**config.mk**
```make
export PLATFORM = sky130hd
export DESIGN_NAME = audio_channel_gain_peak_meter
export DESIGN_NICKNAME = d
export VERILOG_FILES = /design/src/rtl/acgpm_pkg.sv /design/src/rtl/audio_channel_gain_peak_meter.sv
export SDC_FILE = /design/constraint.sdc
export NUM_CORES = 1
export LEC_CHECK = 0
export ABC_AREA = 1
export BUFFER_PORTS_ARGS = -buffer_cell sky130_fd_sc_hd__buf_4
export CAP_MARGIN = 10
export CORE_UTILIZATION = 60
export CTS_BUF_LIST = sky130_fd_sc_hd__clkbuf_16
export CTS_CLUSTER_DIAMETER = 200
export CTS_CLUSTER_SIZE = 24
export DETAILED_ROUTE_END_ITERATION = 8
export HOLD_SLACK_MARGIN = 0.05
export PLACE_DENSITY_LB_ADDON = 0.1
export SETUP_SLACK_MARGIN = 0.2
export SLEW_MARGIN = 20
export SYNTH_ARGS = -nofsm -noshare
export SYNTH_HDL_FRONTEND = slang
export SYNTH_SLANG_ARGS = --single-unit
```
**constraint.sdc**
```tcl
create_clock -name clk_i -period 24.6 [get_ports clk_i]
set_input_delay 2.46 -clock clk_i [delete_from_list [all_inputs] [get_ports clk_i]]
set_output_delay 2.46 -clock clk_i [all_outputs]
set_load 0.005 [all_outputs]
```
**src/rtl/acgpm_pkg.sv**
```systemverilog
`timescale 1ns / 1ps
// Shared types and constants for the audio channel gain and peak meter.
// No dependencies; imported by the top level and its port checker.
package acgpm_pkg;

  localparam int unsigned MaxChannels = 6;
  localparam int unsigned SampleW     = 16;
  localparam int unsigned GainW       = 16;
  localparam int unsigned GainFracW   = 12;
  localparam int unsigned ChanW       = 3;
  localparam int unsigned CfgIdxW     = 3;
  localparam int unsigned CfgDataW    = 16;

  localparam logic [GainW-1:0] GainUnity       = GainW'(1 << GainFracW);
  localparam logic [ChanW-1:0] DefaultChannels = ChanW'(2);
  localparam logic [ChanW-1:0] MaxChanCode     = ChanW'(MaxChannels);

  typedef enum logic [CfgIdxW-1:0] {
    CFG_CHANNEL_COUNT = 3'd0,
    CFG_MUTE_MASK     = 3'd1,
    CFG_GAIN_CH0      = 3'd2,
    CFG_GAIN_CH1      = 3'd3,
    CFG_GAIN_CH2      = 3'd4,
    CFG_GAIN_CH3      = 3'd5,
    CFG_GAIN_CH4      = 3'd6,
    CFG_GAIN_CH5      = 3'd7
  } cfg_reg_e;

  typedef enum logic {
    KIND_SAMPLE = 1'b0,
    KIND_REPORT = 1'b1
  } kind_e;

endpackage

```
**src/rtl/audio_channel_gain_peak_meter.sv**
```systemverilog
`timescale 1ns / 1ps
// Top level of the audio channel gain and peak meter.
// Depends on acgpm_pkg for widths, register indexes and result kinds.

// Interleaved signed 16-bit PCM samples enter through an input register, get their
// channel's Q4.12 gain (truncated toward zero, saturated to 16 bits), update that
// channel's absolute peak and leave through a result register, one item per cycle.
// A sample marked as buffer end produces its sample result followed by one peak
// report per active channel, where a count of zero acts as one and a count above six
// as six, so it holds the result register for the sample result and every report;
// the next item waits in the input register meanwhile. An accepted item passes from
// the input register to the result register, and a stalled output holds the input
// back once both registers are full. Configuration writes are always accepted and
// should only be issued while the block is idle.
module audio_channel_gain_peak_meter (
  input  logic                               clk_i,
  input  logic                               rst_ni,
  input  logic                               in_valid_i,
  output logic                               in_ready_o,
  input  logic signed [acgpm_pkg::SampleW-1:0] sample_in_i,
  input  logic                               buffer_end_i,
  output logic                               out_valid_o,
  input  logic                               out_ready_i,
  output logic                               kind_o,
  output logic signed [acgpm_pkg::SampleW-1:0] sample_out_o,
  output logic        [acgpm_pkg::ChanW-1:0]   channel_o,
  output logic        [acgpm_pkg::SampleW-1:0] peak_o,
  output logic                               last_o,
  input  logic                               cfg_valid_i,
  output logic                               cfg_ready_o,
  input  logic        [acgpm_pkg::CfgIdxW-1:0] cfg_index_i,
  input  logic        [acgpm_pkg::CfgDataW-1:0] cfg_data_i
);
  import acgpm_pkg::*;

  logic [ChanW-1:0]       chan_count_q;
  logic [MaxChannels-1:0] mute_q;
  logic [GainW-1:0]       gain_q [MaxChannels];

  logic                      in_v_q;
  logic signed [SampleW-1:0] in_sample_q;
  logic                      in_end_q;

  logic [ChanW-1:0]   chan_idx_q, chan_idx_d;
  logic [SampleW-1:0] peak_q [MaxChannels];
  logic [SampleW-1:0] snap_q [MaxChannels];

  logic                      out_v_q, out_v_d;
  kind_e                     out_kind_q, out_kind_d;
  logic signed [SampleW-1:0] out_sample_q, out_sample_d;
  logic [ChanW-1:0]          out_chan_q, out_chan_d;
  logic [SampleW-1:0]        out_peak_q, out_peak_d;
  logic                      out_last_q, out_last_d;
  logic                      pend_q, pend_d;
  logic [ChanW-1:0]          rpt_idx_q, rpt_idx_d;
  logic [ChanW-1:0]          rpt_n_q, rpt_n_d;

  logic                      pop, proc_fire, rpt_last;
  logic [ChanW-1:0]          n_act, ch, ch_inc;
  logic signed [32:0]        prod, prod_b;
  logic signed [20:0]        quo;
  logic signed [SampleW-1:0] gained;
  logic [SampleW-1:0]        mag, new_pk;

  assign cfg_ready_o = 1'b1;

  always_ff @(posedge clk_i or negedge rst_ni) begin
    if (!rst_ni) begin
      chan_count_q <= DefaultChannels;
      mute_q       <= '0;
      for (int i = 0; i < MaxChannels; i++) begin
        gain_q[i] <= GainUnity;
      end
    end else if (cfg_valid_i && cfg_ready_o) begin
      unique case (cfg_reg_e'(cfg_index_i))
        CFG_CHANNEL_COUNT: chan_count_q <= cfg_data_i[ChanW-1:0];
        CFG_MUTE_MASK:     mute_q <= cfg_data_i[MaxChannels-1:0];
        CFG_GAIN_CH0:      gain_q[0] <= cfg_data_i[GainW-1:0];
        CFG_GAIN_CH1:      gain_q[1] <= cfg_data_i[GainW-1:0];
        CFG_GAIN_CH2:      gain_q[2] <= cfg_data_i[GainW-1:0];
        CFG_GAIN_CH3:      gain_q[3] <= cfg_data_i[GainW-1:0];
        CFG_GAIN_CH4:      gain_q[4] <= cfg_data_i[GainW-1:0];
        CFG_GAIN_CH5:      gain_q[5] <= cfg_data_i[GainW-1:0];
        default:           chan_count_q <= chan_count_q;
      endcase
    end
  end

  assign pop        = out_v_q && out_ready_i;
  assign proc_fire  = in_v_q && (!out_v_q || (out_ready_i && !pend_q));
  assign in_ready_o = !in_v_q || proc_fire;

  always_ff @(posedge clk_i or negedge rst_ni) begin
    if (!rst_ni) begin
      in_v_q <= 1'b0;
    end else if (in_ready_o) begin
      in_v_q <= in_valid_i;
    end
  end

  always_ff @(posedge clk_i) begin
    if (in_valid_i && in_ready_o) begin
      in_sample_q <= sample_in_i;
      in_end_q    <= buffer_end_i;
    end
  end

  always_comb begin
    if (chan_count_q == '0) begin
      n_act = ChanW'(1);
    end else if (chan_count_q > MaxChanCode) begin
      n_act = MaxChanCode;
    end else begin
      n_act = chan_count_q;
    end
    ch     = (chan_idx_q >= n_act) ? '0 : chan_idx_q;
    ch_inc = ChanW'(ch + ChanW'(1));

    prod   = in_sample_q * $signed({1'b0, gain_q[ch]});
    prod_b = prod + (prod[32] ? 33'sd4095 : 33'sd0);
    quo    = prod_b[32:GainFracW];
    if (quo > 21'sd32767) begin
      gained = 16'sh7fff;
    end else if (quo < -21'sd32768) begin
      gained = 16'sh8000;
    end else begin
      gained = quo[SampleW-1:0];
    end
    mag    = gained[SampleW-1] ? SampleW'(~gained + 16'sd1) : gained;
    new_pk = (mag > peak_q[ch]) ? mag : peak_q[ch];

    if (in_end_q || ch_inc >= n_act) begin
      chan_idx_d = '0;
    end else begin
      chan_idx_d = ch_inc;
    end
  end

  always_ff @(posedge clk_i or negedge rst_ni) begin
    if (!rst_ni) begin
      chan_idx_q <= '0;
      for (int i = 0; i < MaxChannels; i++) begin
        peak_q[i] <= '0;
      end
    end else if (proc_fire) begin
      chan_idx_q <= chan_idx_d;
      for (int i = 0; i < MaxChannels; i++) begin
        if (in_end_q) begin
          peak_q[i] <= '0;
        end else if (ChanW'(i) == ch) begin
          peak_q[i] <= new_pk;
        end
      end
    end
  end

  always_ff @(posedge clk_i) begin
    if (proc_fire && in_end_q) begin
      for (int i = 0; i < MaxChannels; i++) begin
        snap_q[i] <= (ChanW'(i) == ch) ? new_pk : peak_q[i];
      end
    end
  end

  assign rpt_last = (ChanW'(rpt_idx_q + ChanW'(1)) == rpt_n_q);

  always_comb begin
    out_v_d      = out_v_q;
    out_kind_d   = out_kind_q;
    out_sample_d = out_sample_q;
    out_chan_d   = out_chan_q;
    out_peak_d   = out_peak_q;
    out_last_d   = out_last_q;
    pend_d       = pend_q;
    rpt_idx_d    = rpt_idx_q;
    rpt_n_d      = rpt_n_q;
    priority if (proc_fire) begin
      out_v_d      = 1'b1;
      out_kind_d   = KIND_SAMPLE;
      out_sample_d = mute_q[ch] ? '0 : gained;
      out_chan_d   = ch;
      out_peak_d   = new_pk;
      out_last_d   = !in_end_q;
      pend_d       = in_end_q;
      rpt_idx_d    = '0;
      rpt_n_d      = n_act;
    end else if (pop && pend_q) begin
      out_kind_d   = KIND_REPORT;
      out_sample_d = '0;
      out_chan_d   = rpt_idx_q;
      out_peak_d   = snap_q[rpt_idx_q];
      out_last_d   = rpt_last;
      pend_d       = !rpt_last;
      rpt_idx_d    = ChanW'(rpt_idx_q + ChanW'(1));
    end else if (pop) begin
      out_v_d = 1'b0;
    end
  end

  always_ff @(posedge clk_i or negedge rst_ni) begin
    if (!rst_ni) begin
      out_v_q   <= 1'b0;
      pend_q    <= 1'b0;
      rpt_idx_q <= '0;
      rpt_n_q   <= '0;
    end else begin
      out_v_q   <= out_v_d;
      pend_q    <= pend_d;
      rpt_idx_q <= rpt_idx_d;
      rpt_n_q   <= rpt_n_d;
    end
  end

  always_ff @(posedge clk_i) begin
    out_kind_q   <= out_kind_d;
    out_sample_q <= out_sample_d;
    out_chan_q   <= out_chan_d;
    out_peak_q   <= out_peak_d;
    out_last_q   <= out_last_d;
  end

  assign out_valid_o  = out_v_q;
  assign kind_o       = out_kind_q;
  assign sample_out_o = out_sample_q;
  assign channel_o    = out_chan_q;
  assign peak_o       = out_peak_q;
  assign last_o       = out_last_q;

endmodule

```
# Word-level counts from Yosys, hierarchy flattened
# Memories as Yosys holds them, arrays and structs flattened.
# Index checks and enable logic that the tools add are counted.
word_totals:
  regBits: 267
  ram_bits: 96
  in_bits: 41
  out_inout_bits: 40
  n_memories: 1
op_classes:
  addsub: 4
  mul: 1
  n_lt_le_gt_ge: 8
  n_eq_ne: 14
  mux: 47
  bitwise_logic: 2
  n_reduce_logical: 28
memory_table:
  columns: ["memory", "depth", "width", "rd", "rd_ports_with_merged_regs", "wr", "line_no", "rtl"]
  rows:
  - ["snap_q", 6, 16, 1, 0, 6, "audio_channel_gain_peak_meter.sv:46", "logic [SampleW-1:0] snap_q [MaxChannels];"]
ops:
  columns: ["operator", "n"]
  rows:
  - ["$mux 16", 25]
  - ["$bmux 16 s3", 2]
  - ["$add 33x13->33", 1]
  - ["$mul 16x17->33", 1]
  - ["$mux 3", 8]
  - ["$gt 21x16->1 const B", 1]
  - ["$lt 21x16->1 const B", 1]
  - ["$reduce_and 2->1", 9]
  - ["$add 16x2->16 const B", 1]
  - ["$gt 16x16->1", 1]
  - ["$not 16->16", 1]
  - ["$eq 3x3->1 const B", 4]
  - ["$mux 12", 1]
  - ["$mux 1", 10]
  - ["$logic_not 3->1", 3]
  - ["$add 3x1->3 const B", 2]
  - ["$eq 2x3->1 const A", 2]
  - ["$eq 3x2->1 const B", 2]
  - ["$eq 3x3->1 const A", 2]
  - ["$ge 3x3->1", 2]
  - ["$logic_and 1x1->1", 6]
  - ["$logic_not 1->1", 5]
  - ["$ge 4x4->1 const B", 1]
  - ["$lt 3x4->1 const B", 1]
  - ["9 further kinds", 12]

# Logic depth before layout (Yosys ltp)
logic_depth:
  ltp_word: 22
  mapped_depth: 84
  depth_no_buf: 77

# Worst setup path after synthesis
# Ideal clock, no wire load.
synth_path:
  path_type: "register to register"
  startpoint: "reg chan_idx_q[0]"
  endpoint: "mem snap_q[0][10], data pin"
  setup_ns: 0.255
  arrival_time_ns: 12.624
  required_ns: 24.345
  slack_ns: 11.721
  path_stages_with_launch: 75
  n_path_buf: 12
  period_less_slack_ns: 12.879
  path_cell_list: "dfrtp_1 > clkbuf_1 > buf_1 > buf_1 > clkbuf_1 > inv_1 > ha_1 > inv_1 > nand2_1 > nand3_1 > nand3_1 > clkbuf_1 > clkbuf_1 > buf_1 > buf_1 > nand2_1 > nand3_1 > nand3_1 > (+39 left out) > nor2_1 > nand3_1 > nand2_2 > nand4_1 > nand2_1 > inv_1 > ha_1 > nand4_1 > nor4_1 > nand2_1 > o211ai_1 > o21ai_0 > inv_1 > clkbuf_1 > or2_2 > clkbuf_1 > nand3_1 > and2_1"
synth_rtl:
  columns: ["element", "line_no", "rtl"]
  rows:
  - ["from (decl)", "audio_channel_gain_peak_meter.sv:44", "logic [ChanW-1:0] chan_idx_q, chan_idx_d;"]
  - ["from (signal assigned)", "audio_channel_gain_peak_meter.sv:146", "chan_idx_q <= chan_idx_d;"]
  - ["to (decl)", "audio_channel_gain_peak_meter.sv:46", null]

# Worst setup path in the final report
layout_path:
  startpoint: "reg chan_count_q[1]"
  endpoint: "reg peak_q[34] (netlist name)"
layout_via:
  elab_chain_cells: 22
layout_lines:
  columns: ["element", "line_no", "rtl"]
  rows:
  - ["from (decl)", "audio_channel_gain_peak_meter.sv:36", "logic [ChanW-1:0] chan_count_q;"]
  - ["from (signal assigned)", "audio_channel_gain_peak_meter.sv:69", "chan_count_q <= DefaultChannels;"]
  - ["from (signal assigned)", "audio_channel_gain_peak_meter.sv:76", "CFG_CHANNEL_COUNT: chan_count_q <= cfg_data_i[ChanW-1:0];"]
  - ["from (signal assigned)", "audio_channel_gain_peak_meter.sv:84", "default: chan_count_q <= chan_count_q;"]
  - ["$gt 3x3->1", "audio_channel_gain_peak_meter.sv:111", "end else if (chan_count_q > MaxChanCode) begin"]
  - ["$mux 3", "audio_channel_gain_peak_meter.sv:111", null]
  - ["$mux 3 (*)", "audio_channel_gain_peak_meter.sv:109", "if (chan_count_q == '0) begin"]
  - ["named net n_act[0]", "audio_channel_gain_peak_meter.sv:59", "logic [ChanW-1:0] n_act, ch, ch_inc;"]
  - ["$ge 3x3->1 (*)", "audio_channel_gain_peak_meter.sv:116", "ch = (chan_idx_q >= n_act) ? '0 : chan_idx_q;"]
  - ["$mux 3 (*)", "audio_channel_gain_peak_meter.sv:116", null]
  - ["$not 3->4 (implied by the code)", "audio_channel_gain_peak_meter.sv:119, audio_channel_gain_peak_meter.sv:130", null]
  - ["$bmux 16 s3", "audio_channel_gain_peak_meter.sv:119", "prod = in_sample_q * $signed({1'b0, gain_q[ch]});"]
  - ["(+7 left out)", null, null]
  - ["$mux 16", "audio_channel_gain_peak_meter.sv:122", "if (quo > 21'sd32767) begin"]
  - ["$not 16->16", "audio_channel_gain_peak_meter.sv:129", "mag = gained[SampleW-1] ? SampleW'(~gained + 16'sd1) : gained;"]
  - ["$add 16x2->16", "audio_channel_gain_peak_meter.sv:129", null]
  - ["$mux 16", "audio_channel_gain_peak_meter.sv:129", null]
  - ["$gt 16x16->1", "audio_channel_gain_peak_meter.sv:130", "new_pk = (mag > peak_q[ch]) ? mag : peak_q[ch];"]
  - ["$mux 16", "audio_channel_gain_peak_meter.sv:130", null]
  - ["$mux 16 (*)", "audio_channel_gain_peak_meter.sv:150", "end else if (ChanW'(i) == ch) begin"]
  - ["$mux 16 (*)", "audio_channel_gain_peak_meter.sv:148", "if (in_end_q) begin"]
  - ["to (signal, indexed assignment)", "audio_channel_gain_peak_meter.sv:151", "peak_q[i] <= new_pk;"]
  - ["to (decl)", "audio_channel_gain_peak_meter.sv:45", "logic [SampleW-1:0] peak_q [MaxChannels];"]
# The timed path passes the listed nets; every way through them passes the cells marked *. The select of a mux whose other input is x is not followed.
# A chain may end at the register's enable or synchronous reset.

==> metrics list <==
- From left edge to right edge, the die measures 219 um.
- In the synthesized netlist the async set-or-reset flop fraction comes to 58.7%.
- Non-Filler Cell Area, Final: 0.0298 mm^2
- Type of element launching the critical path: flip-flop
- Counting instances, the worst hold path has a depth of 2.
* Antenna violations before repair: 0
- Fin util: 64.1%
- Slowest stage cell on the critical path: fa_1
* Number of enable flip-flop cells after synthesis: 149
- Setup violations remaining at the end of the flow were counted as 0.
* Count of TritonRoute iterations in the first routing pass: 8
- The worst register-to-register path ends at peak_q[34]$_DFFE_PN0P_.
- GRT Overall Usage: 35.0%
* CTS resizes: 0
* Antenna cells: 0
* Worst setup slack for register-to-register paths: 9.57 ns
- The most numerous cell type found on the critical path is nand2_1.
- Mean cell area of the mapped netlist: 8.03 um^2
- Final weighted congestion of routability-driven global placement: 0.970
- Clock net sink count: 363
- In this run the clock root is driven by a clkbuf_16.
- Share of the clock period used by the worst path after layout: 61.1%
* Placed instance area: 0.0292 mm^2
- The worst setup path is captured at a flip-flop.
- Between clock sinks in the finished design, the worst skew comes to 0.0278 ns.
* Remaining antenna violation count after routing: 0
- The critical path is of the flip-flop to flip-flop type.
* Die H: 219 um
- TritonCTS built the clock tree.
- For hold timing, the worst endpoint is peak_q[70]$_DFFE_PN0P_.
* CTS Hold Bufs: 0
- Gate Count Post-Synth: 3510
- The final route contains 24200 vias.
- Hold timing on the final database bottoms out at a slack of 0.490 ns.
- For the worst flop-to-flop path, the logic depth is 71.
- After routing, the total negative slack on setup checks comes to 0 ns.
- Number of synthesized register bits: 363
- After detailed routing, the average wire length per cell comes to 20.1 um.
- The first global-routing pass estimated 130000 um of wire.
- For the pin with the worst max-slew slack, the measured transition is 1.09 ns.
* Yosys Warn Count: 0
* Max-cap check violation count: 0
- Summed over its instances, the top area cell type makes up 18.3% of the synthesized netlist area.
- The die covers 0.0478 mm^2.
* Cell types with the highest counts after synthesis: nand2_1, inv_1, nor2_1
* Area growth, synth to finish: 5.66%
* Run status: completed
- For this run, the top clock speed supported by timing is 0.0665 GHz.
- The floorplan step defined a core boundary enclosing 0.0465 mm^2.
- Worst-Skew Late Latency: 0.56 ns
- On the worst path, the slowest cell contributes a delay of 0.62 ns.
- For this configuration, the core starts out at a cell density of 60.7%.
- Leading area contributor after synthesis: dfrtp_1
- Arrival time at the worst endpoint: 15.47 ns
* Num CTS Buffers: 19
- Main synth FF type: dfrtp_1
* Proportion of synthesized chip area in sequential cells: 34.9%
- During I/O placement, the number of pins put on the boundary was 81.
- Global routing finished with a remaining overflow of 0.
* Post-Synthesis Cell Area: 0.0282 mm^2
- The floorplan has 79 rows.
- The number of hold violations in the final report was 0.
- DRC violation count after routing: 0
- The HPWL after detailed placement is 58500 um.
* H-tree levels: 1
- The path class of the tightest hold or removal check is flip-flop to flip-flop.
- In this run the deepest clock path goes through 3 buffers.
- Worst slew margin relative to its limit: 26.8%
- Via count of the first global-routing pass: 23800
- Nets in the synthesized netlist: 3900
* Number of pins with negative max-slew slack in the final report: 0
- Sequential cell area: 0.00983 mm^2
- Summed over all layers, the routed wires come to 82600 um.
* Port Buffers: 79
- Reg-to-reg startpoint: chan_count_q[1]$_DFFE_PN1P_
* Unrepaired setup endpoints after global routing: no
- Entering global routing, the biggest net connects 88 pins.
- Fill cell count: 4035
- After clock tree synthesis, the setup repair step added 0 buffers.
- After the first detailed-routing iteration, the DRC count stood at 2653.
* Start point of the worst hold path: peak_q[70]$_DFFE_PN0P_
* Area contributors post-synth: dfrtp_1, edfxtp_1, fa_1
- Largest driver fanout on the critical path: 52
- Share of cells above drive strength 1: 6.74%
- After the last flow step, the layout net total stands at 3881.
- Drt via density: 5.90
* Register clock-pin slew on the reported worst setup and hold paths: 0.10 ns
- At the worst endpoint, the required time is 25.05 ns.
- Time the worst path needs with I/O delays and setup: 15.03 ns
- The multi-input combinational cells in the finished layout cover a total of 0.0157 mm^2.
* Most frequent cell after synthesis: nand2_1
* Post-synthesis cell type count: 61
kinds of logic after synthesis:
family / share of synthesized area, %
adders and majority gates: 20.7
and+or+nand+nor: 23.2
DFF: 34.9
xor gates and xnor gates: 1.30
AOI/OAI and AO/OA: 10.3
muxes: 0.0710
buffers and inverters: 9.47
other: 0.0133
worst max path at each step:
stage | from | depth (start not counted) | endpoint
2_1_floorplan | chan_idx_q[0]$_DFFE_PN0P_ | 74 | snap_q[0][10]$_DFFE_PP_
3_3_place_gp | chan_count_q[1]$_DFFE_PN1P_ | 69 | snap_q[4][2]$_DFFE_PP_
3_5_place_dp | chan_count_q[1]$_DFFE_PN1P_ | 71 | peak_q[34]$_DFFE_PN0P_
4_1_cts | chan_count_q[1]$_DFFE_PN1P_ | 71 | peak_q[34]$_DFFE_PN0P_
5_1_grt | chan_count_q[1]$_DFFE_PN1P_ | 71 | peak_q[34]$_DFFE_PN0P_
6_report | chan_count_q[1]$_DFFE_PN1P_ | 71 | peak_q[34]$_DFFE_PN0P_
stage by stage:
| step | std cells | setup slack, ns |
|---|---|---|
| after floorplan | 3510 | 11.72 |
| after global placement | 4076 | 10.34 |
| after detailed placement | 4076 | 9.91 |
| after CTS | 4108 | 9.82 |
| after global routing | 4109 | 8.44 |
| final | 4109 | 9.57 |
registers in the layout, indices dropped and copies added, names as in the netlist, 3 cells and up:
| register | count |
|---|---|
| chan_count_q | 3 |
| chan_idx_q | 3 |
| channel_o | 3 |
| gain_q | 96 |
| in_sample_q | 16 |
| mute_q | 6 |
| peak_o | 16 |
| peak_q | 96 |
| rpt_idx_q | 3 |
| rpt_n_q | 3 |
| sample_out_o | 16 |
| snap_q | 96 |
critical path: cells and delay by family, from the launching register on:
family | cells | cell delay, ns
AOI/OAI and AO/OA | 9 | 1.83
adders and majority gates | 11 | 4.68
buffers and inverters | 15 | 2.37
DFF | 1 | 0.56
and+or+nand+nor | 36 | 5.40
per-layer routing:
metal / GRT usage, % / vias up / routed length [um]
met5: 0 / - / 0
met4: 11.0 / 0 / 2520
met3: 4.40 / 174 / 6890
met2: 56.5 / 1144 / 38200
met1: 49.2 / 11800 / 35000
li1: - / 11100 / -
cell usage in the layout, fill, tap and decap left out, drive strengths merged, types with 14 or more instances in the layout:
cell / instances
nand2: 853
inv: 558
nor2: 327
o21ai: 283
nand3: 245
dfrtp: 206
fa: 194
ha: 155
edfxtp: 149
buf: 108
a21oi: 96
and2: 55
o22ai: 28
xor2: 28
or2: 28
o211ai: 19
clkbuf: 19
o21a: 18
nand4: 14
layout make-up:
class	instances	area share, %
multi-input cells	2443	52.8
flip-flops and latches	363	33.0
inverters	556	7.01
repair buffers	108	2.77
well taps	607	2.55
clock buffers	19	1.60
clock inverters	13	0.223
Power is not shown: default switching activity piles up to over one toggle a cycle in this logic, so the estimate is an artifact.
